[src/rtl/xrp_pkg.sv]
// Package for the XMODEM page-pairing receiver.
// Protocol byte values, reply and end codes, and the types shared across stages.
// No dependencies.
`default_nettype none

package xrp_pkg;

   localparam logic [7:0]  BYTE_SOH   = 8'h01;
   localparam logic [7:0]  BYTE_EOT   = 8'h04;
   localparam logic [7:0]  POS_SOH    = 8'd1;
   localparam logic [7:0]  POS_NUM    = 8'd2;
   localparam logic [7:0]  POS_CPL    = 8'd3;
   localparam logic [7:0]  POS_DATA   = 8'd4;
   localparam logic [7:0]  POS_DLAST  = 8'd131;
   localparam logic [7:0]  LAST_POS   = 8'd133;
   localparam logic [15:0] PKT_FIRST  = 16'd1;

   localparam logic        ACT_START  = 1'b0;

   localparam logic [1:0]  REPLY_NONE = 2'd0;
   localparam logic [1:0]  REPLY_ACK  = 2'd1;
   localparam logic [1:0]  REPLY_EOT  = 2'd2;

   localparam logic [1:0]  END_NONE   = 2'd0;
   localparam logic [1:0]  END_EOT    = 2'd1;
   localparam logic [1:0]  END_ABORT  = 2'd2;

   typedef struct packed {
      logic       valid;
      logic       action;
      logic [7:0] rx_byte;
   } item_type;

   typedef struct packed {
      logic [1:0]  reply_code;
      logic        data_valid;
      logic [7:0]  data_offset;
      logic [7:0]  data_value;
      logic        commit_valid;
      logic [14:0] commit_page;
      logic [1:0]  session_end;
   } result_type;

endpackage

`default_nettype wire

[src/rtl/xrp_req_if.sv]
// Request channel interface: valid/ready handshake with action and received byte.
// Standalone; no package dependency.
`default_nettype none

interface xrp_req_if;
   logic       valid;
   logic       ready;
   logic       action;
   logic [7:0] rx_byte;

   modport source (output valid, output action, output rx_byte, input ready);
   modport sink   (input valid, input action, input rx_byte, output ready);
endinterface

`default_nettype wire

[src/rtl/xrp_rsp_if.sv]
// Response channel interface: valid/ready handshake with reply, payload and commit fields.
// Standalone; no package dependency.
`default_nettype none

interface xrp_rsp_if;
   logic        valid;
   logic        ready;
   logic [1:0]  reply_code;
   logic        data_valid;
   logic [7:0]  data_offset;
   logic [7:0]  data_value;
   logic        commit_valid;
   logic [14:0] commit_page;
   logic [1:0]  session_end;

   modport source (output valid, output reply_code, output data_valid, output data_offset,
                   output data_value, output commit_valid, output commit_page,
                   output session_end, input ready);
   modport sink   (input valid, input reply_code, input data_valid, input data_offset,
                   input data_value, input commit_valid, input commit_page,
                   input session_end, output ready);
endinterface

`default_nettype wire

[src/rtl/xrp_in_stage.sv]
// Input register of the receiver: captures one request per cycle while it is empty or advance is high.
// Depends on xrp_pkg and xrp_req_if.
`default_nettype none

module xrp_in_stage import xrp_pkg::*; (
   input  wire logic clock,
   input  wire logic reset,
   xrp_req_if.sink   req_chan,
   input  wire logic advance,
   output item_type  item
);

   logic       valid_ff, valid_in;
   logic       action_ff;
   logic [7:0] rx_byte_ff;
   logic       take;

   assign req_chan.ready = !valid_ff || advance;
   assign take           = req_chan.valid && req_chan.ready;
   assign valid_in       = take ? 1'b1 : (advance ? 1'b0 : valid_ff);

   always_ff @(posedge clock) begin
      if (reset) begin
         valid_ff <= 1'b0;
      end else begin
         valid_ff <= valid_in;
      end
   end

   always_ff @(posedge clock) begin
      if (take) begin
         action_ff  <= req_chan.action;
         rx_byte_ff <= req_chan.rx_byte;
      end
   end

   assign item.valid   = valid_ff;
   assign item.action  = action_ff;
   assign item.rx_byte = rx_byte_ff;

endmodule

`default_nettype wire

[src/rtl/xrp_core.sv]
// Session state and per-byte decode of the receiver.
// Depends on xrp_pkg.
`default_nettype none

module xrp_core import xrp_pkg::*; (
   input  wire logic     clock,
   input  wire logic     reset,
   input  wire item_type item,
   input  wire logic     advance,
   output result_type    result
);

   logic        in_session_ff, in_session_in;
   logic [7:0]  byte_position_ff, byte_position_in;
   logic [15:0] packet_number_ff, packet_number_in;
   logic [7:0]  pos;
   logic [6:0]  pos_data;
   logic [7:0]  num;
   logic        fire;

   assign fire     = item.valid && advance;
   assign pos      = byte_position_ff + 8'd1;
   assign pos_data = pos[6:0] - POS_DATA[6:0];
   assign num      = packet_number_ff[7:0];

   always_comb begin
      in_session_in    = in_session_ff;
      byte_position_in = byte_position_ff;
      packet_number_in = packet_number_ff;
      result           = '0;
      if (item.action == ACT_START) begin
         in_session_in     = 1'b1;
         byte_position_in  = '0;
         packet_number_in  = PKT_FIRST;
         result.reply_code = REPLY_ACK;
      end else if (in_session_ff) begin
         byte_position_in = pos;
         if (pos == POS_SOH) begin
            if (item.rx_byte == BYTE_EOT) begin
               result.reply_code  = REPLY_EOT;
               result.session_end = END_EOT;
               in_session_in      = 1'b0;
               byte_position_in   = '0;
            end else if (item.rx_byte != BYTE_SOH) begin
               result.session_end = END_ABORT;
               in_session_in      = 1'b0;
               byte_position_in   = '0;
            end
         end else if (pos == POS_NUM) begin
            if (item.rx_byte != num) begin
               result.session_end = END_ABORT;
               in_session_in      = 1'b0;
               byte_position_in   = '0;
            end
         end else if (pos == POS_CPL) begin
            if (item.rx_byte != ~num) begin
               result.session_end = END_ABORT;
               in_session_in      = 1'b0;
               byte_position_in   = '0;
            end
         end else if (pos >= POS_DATA && pos <= POS_DLAST) begin
            result.data_valid  = 1'b1;
            result.data_offset = {~packet_number_ff[0], pos_data};
            result.data_value  = item.rx_byte;
         end else if (pos >= LAST_POS) begin
            result.reply_code = REPLY_ACK;
            if (!packet_number_ff[0]) begin
               result.commit_valid = 1'b1;
               result.commit_page  = packet_number_ff[15:1] - 15'd1;
            end
            packet_number_in = packet_number_ff + 16'd1;
            byte_position_in = '0;
         end
      end
   end

   always_ff @(posedge clock) begin
      if (reset) begin
         in_session_ff    <= 1'b0;
         byte_position_ff <= '0;
         packet_number_ff <= PKT_FIRST;
      end else if (fire) begin
         in_session_ff    <= in_session_in;
         byte_position_ff <= byte_position_in;
         packet_number_ff <= packet_number_in;
      end
   end

   a_pos_bound: assert property (@(posedge clock) disable iff (reset)
      byte_position_ff < LAST_POS)
      else $error("byte position past end of packet");

   a_commit_acks: assert property (@(posedge clock) disable iff (reset)
      fire && result.commit_valid |-> result.reply_code == REPLY_ACK)
      else $error("commit without ACK");

   a_end_idle: assert property (@(posedge clock) disable iff (reset)
      fire && result.session_end != END_NONE |=> !in_session_ff && byte_position_ff == '0)
      else $error("session still open after end");

   a_data_quiet: assert property (@(posedge clock) disable iff (reset)
      fire && result.data_valid |-> result.reply_code == REPLY_NONE
                                    && result.session_end == END_NONE)
      else $error("payload byte with reply or end");

   a_idle_byte: assert property (@(posedge clock) disable iff (reset)
      fire && item.action != ACT_START && !in_session_ff |=> $stable(packet_number_ff)
                                                            && !in_session_ff)
      else $error("idle byte changed state");

endmodule

`default_nettype wire

[src/rtl/xrp_out_stage.sv]
// Result register of the receiver: holds one response until the sink takes it.
// Depends on xrp_pkg and xrp_rsp_if.
`default_nettype none

module xrp_out_stage import xrp_pkg::*; (
   input  wire logic       clock,
   input  wire logic       reset,
   input  wire logic       in_valid,
   input  wire result_type result,
   output logic            advance,
   xrp_rsp_if.source       rsp_chan
);

   logic       valid_ff, valid_in;
   result_type result_ff;

   assign advance  = !valid_ff || rsp_chan.ready;
   assign valid_in = advance ? in_valid : valid_ff;

   always_ff @(posedge clock) begin
      if (reset) begin
         valid_ff <= 1'b0;
      end else begin
         valid_ff <= valid_in;
      end
   end

   always_ff @(posedge clock) begin
      if (advance && in_valid) begin
         result_ff <= result;
      end
   end

   assign rsp_chan.valid        = valid_ff;
   assign rsp_chan.reply_code   = result_ff.reply_code;
   assign rsp_chan.data_valid   = result_ff.data_valid;
   assign rsp_chan.data_offset  = result_ff.data_offset;
   assign rsp_chan.data_value   = result_ff.data_value;
   assign rsp_chan.commit_valid = result_ff.commit_valid;
   assign rsp_chan.commit_page  = result_ff.commit_page;
   assign rsp_chan.session_end  = result_ff.session_end;

endmodule

`default_nettype wire

[src/rtl/xmodem_receiver_page_pairing.sv]
// XMODEM receiver with page pairing: top level.
// Depends on xrp_pkg, xrp_req_if, xrp_rsp_if, xrp_in_stage, xrp_core, xrp_out_stage.
//
// Usage:
//   req_chan carries one request per handshake: action 0 opens (or restarts) a
//   session and answers ACK; action 1 delivers one received serial byte.
//   rsp_chan returns exactly one response per request, in order: the reply
//   byte code, a payload byte with its page-buffer offset, a flash page
//   commit for even packets, and the session end reason.
//   Path: a request taken into the input register passes through the decode
//   and is then captured by the result register, which drives rsp_chan.
//   Throughput: one request per cycle while rsp_chan does not stall; the packet
//   header compare and the position counter update sit between the two registers.
//   When rsp_chan stalls, the result register holds and the input register
//   takes one more request; req_chan.ready then drops until rsp_chan drains.
//   Reset (synchronous, active high) empties both registers, closes the
//   session, clears the byte position and sets the packet number to 1.
`default_nettype none

module xmodem_receiver_page_pairing import xrp_pkg::*; (
   input  wire logic clock,
   input  wire logic reset,
   xrp_req_if.sink   req_chan,
   xrp_rsp_if.source rsp_chan
);

   item_type   item;
   result_type result;
   logic       advance;

   xrp_in_stage u_in_stage (
      .clock    (clock),
      .reset    (reset),
      .req_chan (req_chan),
      .advance  (advance),
      .item     (item)
   );

   xrp_core u_core (
      .clock   (clock),
      .reset   (reset),
      .item    (item),
      .advance (advance),
      .result  (result)
   );

   xrp_out_stage u_out_stage (
      .clock    (clock),
      .reset    (reset),
      .in_valid (item.valid),
      .result   (result),
      .advance  (advance),
      .rsp_chan (rsp_chan)
   );

endmodule

`default_nettype wire

[src/flat_wrapper.sv]
// flat-port wrapper written by rule: the top's interface ports become plain ports
module xmodem_receiver_page_pairing_flat import xrp_pkg::*;
  (clock, reset, req_chan_valid, req_chan_action, req_chan_rx_byte, req_chan_ready, rsp_chan_valid, rsp_chan_reply_code, rsp_chan_data_valid, rsp_chan_data_offset, rsp_chan_data_value, rsp_chan_commit_valid, rsp_chan_commit_page, rsp_chan_session_end, rsp_chan_ready);
  xrp_req_if req_chan_i ();
  xrp_rsp_if rsp_chan_i ();
  input  wire logic clock;
  input  wire logic reset;
  input wire logic [$bits(req_chan_i.valid)-1:0] req_chan_valid;
  input wire logic [$bits(req_chan_i.action)-1:0] req_chan_action;
  input wire logic [$bits(req_chan_i.rx_byte)-1:0] req_chan_rx_byte;
  output wire logic [$bits(req_chan_i.ready)-1:0] req_chan_ready;
  output wire logic [$bits(rsp_chan_i.valid)-1:0] rsp_chan_valid;
  output wire logic [$bits(rsp_chan_i.reply_code)-1:0] rsp_chan_reply_code;
  output wire logic [$bits(rsp_chan_i.data_valid)-1:0] rsp_chan_data_valid;
  output wire logic [$bits(rsp_chan_i.data_offset)-1:0] rsp_chan_data_offset;
  output wire logic [$bits(rsp_chan_i.data_value)-1:0] rsp_chan_data_value;
  output wire logic [$bits(rsp_chan_i.commit_valid)-1:0] rsp_chan_commit_valid;
  output wire logic [$bits(rsp_chan_i.commit_page)-1:0] rsp_chan_commit_page;
  output wire logic [$bits(rsp_chan_i.session_end)-1:0] rsp_chan_session_end;
  input wire logic [$bits(rsp_chan_i.ready)-1:0] rsp_chan_ready;
  assign req_chan_i.valid = req_chan_valid;
  assign req_chan_i.action = req_chan_action;
  assign req_chan_i.rx_byte = req_chan_rx_byte;
  assign req_chan_ready = req_chan_i.ready;
  assign rsp_chan_valid = rsp_chan_i.valid;
  assign rsp_chan_reply_code = rsp_chan_i.reply_code;
  assign rsp_chan_data_valid = rsp_chan_i.data_valid;
  assign rsp_chan_data_offset = rsp_chan_i.data_offset;
  assign rsp_chan_data_value = rsp_chan_i.data_value;
  assign rsp_chan_commit_valid = rsp_chan_i.commit_valid;
  assign rsp_chan_commit_page = rsp_chan_i.commit_page;
  assign rsp_chan_session_end = rsp_chan_i.session_end;
  assign rsp_chan_i.ready = rsp_chan_ready;
  xmodem_receiver_page_pairing u_core (.clock(clock), .reset(reset), .req_chan(req_chan_i), .rsp_chan(rsp_chan_i));
endmodule
[config.mk]
export PLATFORM = sky130hd
export DESIGN_NAME = xmodem_receiver_page_pairing_flat
export DESIGN_NICKNAME = d
export VERILOG_FILES = /design/src/rtl/xrp_pkg.sv /design/src/rtl/xrp_req_if.sv /design/src/rtl/xrp_rsp_if.sv /design/src/rtl/xrp_in_stage.sv /design/src/rtl/xrp_core.sv /design/src/rtl/xrp_out_stage.sv /design/src/rtl/xmodem_receiver_page_pairing.sv /design/src/flat_wrapper.sv
export SDC_FILE = /design/constraint.sdc
export NUM_CORES = 1
export LEC_CHECK = 0
export ABC_AREA = 0
export BUFFER_PORTS_ARGS = -buffer_cell sky130_fd_sc_hd__buf_2
export CAP_MARGIN = 20
export CORE_ASPECT_RATIO = 0.75
export CORE_MARGIN = 4
export CORE_UTILIZATION = 35
export CTS_CLUSTER_SIZE = 8
export DETAILED_ROUTE_END_ITERATION = 8
export HOLD_SLACK_MARGIN = 0.15
export SLEW_MARGIN = 20
export SYNTH_ARGS = -nofsm -noshare
export SYNTH_HDL_FRONTEND = slang
export SYNTH_HIERARCHICAL = 1
export SYNTH_SLANG_ARGS = --single-unit
[constraint.sdc]
create_clock -name clock -period 2.5 [get_ports clock]
set_input_delay 0.25 -clock clock [delete_from_list [all_inputs] [get_ports clock]]
set_output_delay 0.25 -clock clock [all_outputs]
set_load 0.005 [all_outputs]
Word-level counts from Yosys, hierarchy flattened
Cells that the tools add are included.

word-level totals
  register bits after elaboration = 73
  input bits = 13
  output and inout port bits = 39
  logic and storage cells = 104

operators by class
  add/sub/neg operators = 4
  $lt $le $gt $ge = 3
  eq/ne operators = 13
  muxes and demuxes = 48
  bitwise operators = 6
  reduce and logical (&&, ||, !) cells = 15

operators by type and width
  operator                                               count
  two-way mux 16 bit                                     10
  two-way mux 8 bit                                      11
  two-way mux 34 bit                                     2
  two-way mux 36 bit                                     1
  two-way mux 33 bit                                     1
  two-way mux 2 bit                                      9
  two-way mux 17 bit                                     1
  adder 16 x 1 -> 16 bit, second input constant          1
  equality test 8 x 2 -> 1 bit, second input constant    2
  inequality test 8 bit                                  2
  subtractor 15 x 1 -> 15 bit, second input constant     1
  two-way mux 1 bit                                      13
  inequality test 2 bit, second input constant           6
  adder 8 x 1 -> 8 bit, second input constant            1
  equality test 8 x 1 -> 1 bit, second input constant    1
  equality test 8 x 3 -> 1 bit, second input constant    1
  >= comparator 8 x 3 -> 1 bit, second input constant    1
  >= comparator 8 bit, second input constant             1
  <= comparator 8 bit, second input constant             1
  inequality test 8 x 1 -> 1 bit, second input constant  1
  inverter 8 bit                                         1
  OR reduction 8 bit                                     1
  AND reduction 7 bit                                    1
  OR reduction 7 bit                                     1
  other kinds (9)                                        18

Depth between registers and ports, before layout
Gate-level depths: netlist of the first run.

  depth in word-level cells = 9
  mapped depth = 10
  depth with buffers taken out = 8

Cells and area by module
Netlist of the first run, hierarchy kept.

by module, submodules not included
  module         times used  cells each  area each (um2)
  xrp_core       1           325         2,322.2
  xrp_out_stage  1           42          1,166.1
  xrp_in_stage   1           16          340.3

Least setup slack after synthesis of the first run
No wires, ideal clock.

  path kind = register to register
  from = register u_core.u_core.byte_position_ff[0]
  to = register u_core.u_core.packet_number_ff[0]
  setup time = 0.120 ns
  arrival = 2.292 ns
  slack = 0.089 ns
  stages on the path, launching flop included = 9
  buffers on the path = 2
  clock period less this slack = 2.411 ns
  path through = dfxtp_1 -> buf_4 -> nand3_4 -> or4_4 -> and2_4 -> buf_6 -> o31a_1 -> or4_1 -> o31a_1

between the ends
  longest elaborated chain between the ends = 5
  elaborated cells between the ends (all ways) = 14

RTL lines
  item                                                                        RTL line        source
  start, declared                                                             xrp_core.sv:14  logic [7:0] byte_position_ff, byte_position_in;
  start signal, assigned                                                      xrp_core.sv:84  byte_position_ff <= byte_position_in;
  adder 8 x 1 -> 8 bit (*)                                                    xrp_core.sv:22  assign pos = byte_position_ff + 8'd1;
  >= comparator 8 x 3 -> 1 bit / <= comparator 8 bit (equally long branches)  xrp_core.sv:61  end else if (pos >= POS_DATA && pos <= POS_DLAST) begin
  logical AND 1 bit                                                           xrp_core.sv:61
  inequality test 2 bit (no source line)                                      n/a
  AND reduction 7 bit (no source line) (*)                                    n/a
  end signal, assigned                                                        xrp_core.sv:85  packet_number_ff <= packet_number_in;
  end, declared                                                               xrp_core.sv:15  logic [15:0] packet_number_ff, packet_number_in;

Every way passes the cells marked *; elsewhere a longest branch is shown, timed or not.
A chain may end at the register's enable or synchronous reset.

Worst setup path after layout of the first run
  from = register u_core.u_core.byte_position_ff[1]
  to = register u_core.u_out_stage.result_ff, in the netlist u_core/u_out_stage/rsp_chan.data_value[4], data pin

between the ends
  longest elaborated chain between the ends = 5
  elaborated cells between the ends (all ways) = 9

RTL lines
  item                                                                        RTL line             source
  adder 8 x 1 -> 8 bit (*)                                                    xrp_core.sv:22
  >= comparator 8 x 3 -> 1 bit / <= comparator 8 bit (equally long branches)  xrp_core.sv:61
  logical AND 1 bit                                                           xrp_core.sv:61
  inverter 1 bit (no source line)                                             n/a
  OR reduction 6 bit (no source line) (*)                                     n/a
  end signal, assigned                                                        xrp_out_stage.sv:30  result_ff <= result;
  end, declared                                                               xrp_out_stage.sv:15  result_type result_ff;

Marks and branches as above.

==> summary.md, run 1 <==
| Metric | Value |
|---|---|
| Clock Sinks | 73 |
| Clk_skew | 0.00582 ns |
| CP Capture Type | flop |
| First-pass DRT Iterations | 4 |
| Final Max Slew Viols | 0 |
| Root buf cell | clkbuf_16 |
| Core ar. | 0.0105 mm² |
| FF-to-FF setup slack | 0.11 ns |
| N_diodes | 0 |
| Yosys warns | 6 |
| Hold Fails Final Rpt | 0 |
| Mean Syn Cell Area | 10.0 µm² |
| Die X | 129 µm |
| Switching Share | 0.214 |
| Pwr/cell area | 573 mW/mm² |
| Mapped Area | 0.00383 mm² |
| Fmax | 418 MHz |
| Via-to-Cell Ratio | 5.15 |
| Max stage delay on crit path | 0.45 ns |
| Nets | 475 |
| CTS tree | done |
| Internal power | 2150 µW |
| Worst slew pin tran | 0.630 ns |
| Vias | 3,062 |
| DP HPWL | 6560 µm |
| Pre-CTS setup slack | -0.0598 ns |
| Sequential power share | 0.490 |
| CP Data Arrival Time | 2.47 ns |
| Relative slew slack | 0.579 |
| Psw | 583 µW |
| Drc violations | 0 |
| WP buf/inv | 2 |
| Core Rows | 32 |
| Initial antenna violation count | 0 |
| Mapped Cells | 383 |
| Total routed wirelength | 9080 µm |
| Seq/Total Area, Yosys | 0.502 |
| H-Tree Level Count | 3 |
| WP depth | 8 |
| GRT Resource Usage Total | 0.146 |
| Critical Path Source Type | flop |
| Comb pwr share | 0.044 |
| Worst-path fanout max | 11 |
| Gr ovfl total | 0 |
| Final ANT Viol Nets | 0 |
| I/O Buffers | 51 |
| Min-delay src | req_chan_valid |
| Synth area leaders | edfxtp_1, dfxtp_1, xnor2_1 |
| Initial DRC count | 187 |
| CTS Buffer Depth | 2 |
| GPL Wtd Cong | 0.895 |
| Largest net degree at the start of global routing | 38 |
| Start of the worst register-to-register path | u_core/u_core/byte_position_ff[1]$_SDFFE_PP0P_ |
| Ys async rst share | 0 |
| VDD IR max | 0.374 mV |
| Cell depth of the worst flop-to-flop path | 8 |
| Post-synth EDFFs | 46 |
| First-pass GRT wire length | 15,000 µm |
| Total CTS buffers | 9 |
| Routed wire per std cell | 15.3 µm |
| Die area | 0.0127 mm² |
| Syn-to-layout area delta | 24.4% |
| Cell Chain, Critical Path | ha_2, buf_4, or4_1, a211o_1, and3_1, o21ai_2, inv_2, and2_1 |
| Top cell type's share of synthesized area | 0.361 |
| #FFs+latches synth | 73 |
| Synth cell types | 54 |
| P_leak | 0.00188 µW |
| Layout cells sized above 1 | 0.253 |
| Worst setup path startpoint | u_core/u_core/byte_position_ff[1]$_SDFFE_PP0P_ |
| Clock Latency Late Sink | 0.32 ns |
| Data required time at the worst endpoint | 2.58 ns |
| Net Count, Synth | 404 |
| I/O pin count | 52 |
| Clock share of power | 0.466 |
| Most common cell after layout, fill and taps aside | buf_2 |
| Status | completed |
| Worst setup margin | 0.110 ns |
| Reg clk slew, reported paths | 0.06 ns |
| Total power | 2730 µW |
| Max Cap Viol | 0 |
| Total negative slack | 0 ns |
| Synth area leader | edfxtp_1 |
| Main synth FF type | edfxtp_1 |
| Slowest cell on crit path | or4_1 |
| End of the critical path | u_core/u_out_stage/rsp_chan.data_value[4]$_DFFE_PP_ |
| Most frequent cells in the layout | buf_2, edfxtp_1, nor2_1, buf_4, dfxtp_1 |
| Critical path type | reg -> reg |
| Die Ht | 98.6 µm |
| Tmin final | 2.39 ns |
| Worst hold path class | in -> reg |
| Worst reg2reg path endpoint | u_core/u_out_stage/rsp_chan.data_value[4]$_DFFE_PP_ |
| Initial Util | 0.365 |
| Setup violators final | 0 |
| Top Family by Delay on Critical Path | simple AND/OR/NAND/NOR gates |
| Final period util | 0.956 |
| Number of global-route vias before repair | 2,919 |
| Min Hold Slack | 0.173 ns |
## worst min-delay path: stages
cell and delay (ns):
buf_2 0.10, inv_1 0.05, a21oi_2 0.04
## layout make-up
type / instances / area (µm²)
Inverter: 17 / 63.8
Fill cell: 982 / 5730
Clock inverter: 6 / 67.6
Clock buffer: 10 / 229
Multi-Input combinational cell: 263 / 1710
Timing Repair Buffer: 90 / 596
Sequential cell: 73 / 1920
Tap cell: 136 / 170
## state kept, by name, indices dropped and copies added, names as in the netlist
signal / count
u_core/u_in_stage/valid_ff: 1
u_core/u_out_stage/rsp_chan.commit_page: 15
u_core/u_out_stage/rsp_chan.data_value: 8
u_core/u_out_stage/rsp_chan.commit_valid: 1
u_core/u_core/packet_number_ff: 16
u_core/u_in_stage/rx_byte_ff: 8
u_core/u_out_stage/rsp_chan.reply_code: 2
u_core/u_out_stage/rsp_chan.valid: 1
u_core/u_core/byte_position_ff: 8
u_core/u_core/in_session_ff: 1
u_core/u_out_stage/rsp_chan.data_offset: 8
u_core/u_out_stage/rsp_chan.data_valid: 1
u_core/u_in_stage/action_ff: 1
u_core/u_out_stage/rsp_chan.session_end: 2
## repair_timing
item | 4_1_cts | 5_1_grt
hold endpoints to repair | 9 | 0
buffers inserted | 0 | 0
setup endpoints to repair | 6 | 51
hold buffers | 9 | 0
pin swaps | 0 | 0
resized for setup | 1 | 6
## layer usage
metal	part of all wire	vias to the layer above	GRT usage
met5	0	-	0
met1	0.51	1439	0.221
li1	-	1535	-
met2	0.42	86	0.207
met4	0.0052	0	0.0331
met3	0.067	2	0.0401
## metrics by stage
stage          instance area [µm²]  instances  utilization
2_1_floorplan                 3830        383            -
3_3_place_gp                  4350        570        0.415
3_5_place_dp                  4350        570        0.415
4_1_cts                       4740        595        0.452
5_1_grt                       4760        595        0.454
6_report                      4760        595        0.454
## Yosys cell counts (3+ instances only)
cell / count
xor2_1: 8
and3_1: 5
buf_4: 5
dfxtp_1: 27
and2_4: 3
edfxtp_1: 46
or4_1: 11
or2_2: 3
nand2_1: 22
nor4_1: 8
nand3_1: 9
nor3_1: 11
nand3b_1: 4
ha_1: 8
buf_1: 3
nor2_1: 36
nand4_1: 6
a311oi_1: 4
o21ai_0: 15
clkbuf_1: 17
nand2b_1: 3
a21oi_1: 22
inv_1: 15
or3_1: 9
xnor2_1: 20
a211o_1: 3
and2_1: 12
o31ai_1: 8
buf_2: 3
a21o_1: 4
## worst min-delay path by stage
stage / to / slack [ns] / cells past startpoint
after floorplan: u_core/u_in_stage/valid_ff$_SDFFE_PP0P_ / 0.31 / 1
after global placement: u_core/u_in_stage/rx_byte_ff[2]$_DFFE_PP_ / 0.43 / 1
after detailed placement: u_core/u_in_stage/rx_byte_ff[1]$_DFFE_PP_ / 0.43 / 1
after CTS: u_core/u_in_stage/valid_ff$_SDFFE_PP0P_ / 0.16 / 3
after global routing: u_core/u_in_stage/valid_ff$_SDFFE_PP0P_ / 0.19 / 3
final: u_core/u_in_stage/valid_ff$_SDFFE_PP0P_ / 0.17 / 3
## logic make-up (layout without fill, tap and decap cells)
kind of cell | count (synthesis) | in the layout | synth area share
compound gates | 74 | 74 | 0.128
buf+inv | 47 | 123 | 0.0559
fa+ha+maj | 8 | 8 | 0.0261
flops | 73 | 73 | 0.502
xor+xnor | 28 | 28 | 0.0641
simple gates | 153 | 153 | 0.224
## power groups by stage
stage / registers [µW] / logic, µW / clock network (µW)
final: 1340 / 121 / 1270
after global routing: 1340 / 135 / 1360
after detailed placement: 1360 / 111 / 0
after floorplan: 1360 / 58.5 / 0
after global placement: 1360 / 109 / 0
after CTS: 1340 / 123 / 1310
(Power assumes the default switching activity.)
==> run 2, diff against run 1 <==
==> constraint.sdc (replaced) <==
create_clock -name clock -period 2.2 [get_ports clock]
set_input_delay 0.22 -clock clock [delete_from_list [all_inputs] [get_ports clock]]
set_output_delay 0.22 -clock clock [all_outputs]
set_load 0.005 [all_outputs]
==> summary.md, run 2 (synthesis results as in run 1) <==
| Metric | Value |
|---|---|
| Relative slew slack | 0.654 |
| Worst hold path class | in -> reg |
| Number of global-route vias before repair | 2,956 |
| Total CTS buffers | 9 |
| Post-Place Cells | 588 |
| Via-to-Cell Ratio | 5.20 |
| P_leak | 0.00207 µW |
| Most frequent cells in the layout | buf_2, edfxtp_1, buf_4, nor2_1, dfxtp_1 |
| Clock Latency Late Sink | 0.33 ns |
| I/O pin count | 52 |
| Critical Path Source Type | flop |
| Worst-path fanout max | 14 |
| Pre-CTS setup slack | -0.204 ns |
| Total power | 3360 µW |
| Cell Chain, Critical Path | nand3_4, or4_4, a2111oi_4, a21oi_1, buf_4, or3_4, a21oi_2 |
| Initial DRC count | 343 |
| Nets | 499 |
| N_diodes | 0 |
| CP Capture Type | flop |
| Syn-to-layout area delta | 37.5% |
| Die area | 0.0127 mm² |
| Largest net degree at the start of global routing | 38 |
| Status | complete, but fails checks |
| GPL Wtd Cong | 0.869 |
| Fmax | 451 MHz |
| H-Tree Level Count | 3 |
| Total routed wirelength | 9990 µm |
| VDD IR max | 0.351 mV |
| Final ANT Viol Nets | 0 |
| Core Rows | 32 |
| Tmin final | 2.22 ns |
| Slowest cell on crit path | or4_4 |
| First-pass DRT Iterations | 5 |
| Hold Fails Final Rpt | 0 |
| Layout cells sized above 1 | 0.381 |
| Drc violations | 0 |
| Max Cap Viol | 0 |
| Pwr/cell area | 638 mW/mm² |
| Unrepaired setup endpoints after global routing | yes |
| First-pass GRT wire length | 15,400 µm |
| Data required time at the worst endpoint | 2.46 ns |
| Total negative slack | -0.0335 ns |
| Failing checks | setup timing |
| Root buf cell | clkbuf_16 |
| Most common cell after layout, fill and taps aside | buf_2 |
| Initial antenna violation count | 0 |
| Post-place instance area | 0.00451 mm² |
| Core ar. | 0.0105 mm² |
| Die X | 129 µm |
| Final period util | 1.01 |
| GRT Resource Usage Total | 0.153 |
| Worst slew pin tran | 0.518 ns |
| Routed wire per std cell | 16.1 µm |
| Cell area after layout | 0.00527 mm² |
| Die Ht | 98.6 µm |
| CP Data Arrival Time | 2.48 ns |
| Vias | 3,221 |
| Max stage delay on crit path | 0.51 ns |
| CTS Buffer Depth | 2 |
| Fin cells | 619 |
| DP HPWL | 6790 µm |
| Worst setup margin | -0.0171 ns |
| FF-to-FF setup slack | -0.02 ns |
| Initial Util | 0.365 |
| I/O Buffers | 51 |
| Critical path type | reg -> reg |
| Biggest register | u_core/u_core/packet_number_ff |
| Gr ovfl total | 0 |
| Max reg flops | 16 |
| Setup violators final | 4 |
| Final Max Slew Viols | 0 |
| Clk_skew | 0.00727 ns |
| Clock Sinks | 73 |
| CTS tree | done |
| Reg clk slew, reported paths | 0.06 ns |
==> run 2: cell count changes in the layout (fill, tap and decap cells not counted), moves of 5 or more <==
cell,change
nor2_1,-9
nor2_2,+5
a21oi_2,+8
buf_4,+17
buf_6,+5
a21oi_1,-8
==> run 2: worst paths after layout <==
path	start	end	cells after the start
max	u_core/u_core/byte_position_ff[1]$_SDFFE_PP0P_	u_core/u_core/packet_number_ff[9]$_SDFFE_PP0P_	7
min	rsp_chan_ready	u_core/u_out_stage/rsp_chan.valid$_SDFFE_PP0P_	3
max reg2reg	u_core/u_core/byte_position_ff[1]$_SDFFE_PP0P_	u_core/u_core/packet_number_ff[9]$_SDFFE_PP0P_	7
min reg2reg	u_core/u_out_stage/rsp_chan.valid$_SDFFE_PP0P_	u_core/u_out_stage/rsp_chan.valid$_SDFFE_PP0P_	2
==> run 2: final cells by class <==
cell class / instances / area [µm²]
inverters: 17 / 66.3
multi-input cells: 264 / 1960
fillers: 949 / 5220
clock inverters: 6 / 115
repair buffers: 113 / 795
clock buffers: 10 / 229
well taps: 136 / 170
flip-flops and latches: 73 / 1930
==> run 2: worst max-delay path: cells and delay by family, from the launching register on <==
kind / cells / cell delay [ns]
DFF: 1 / 0.39
and+or+nand+nor: 3 / 0.96
AOI/OAI and AO/OA: 3 / 0.61
buffers and inverters: 1 / 0.18
==> run 2: routing by layer <==
layer	GRT usage	routed length, µm	up-vias
li1	-	-	1586
met3	0.0363	669	15
met5	0	0	-
met1	0.227	4830	1508
met2	0.219	4340	112
met4	0.0500	154	0
==> run 2: repair_timing <==
item | 4_1_cts | 5_1_grt
pin swaps | 4 | 8
setup endpoints to repair | 57 | 55
buffers inserted | 2 | 1
endpoints found under the hold margin | 10 | 0
gates cloned | 1 | 1
gates resized for setup | 15 | 44
hold buffers | 10 | 0
==> run 2: where the power goes <==
group / leakage [µW] / total, µW / switching, µW / internal [µW]
Sequential: 0.000653 / 1520 / 22.0 / 1490
Combinational: 0.00125 / 158 / 86.2 / 72.2
Clock: 0.000163 / 1680 / 570 / 1110
Total: 0.00207 / 3360 / 679 / 2680
==> run 2: through the flow <==
step / hold slack (ns) / util
6_report: 0.203 / 0.502
5_1_grt: 0.203 / 0.502
4_1_cts: 0.191 / 0.481
3_5_place_dp: 0.403 / 0.430
3_3_place_gp: 0.399 / 0.430
2_1_floorplan: 0.282 / -
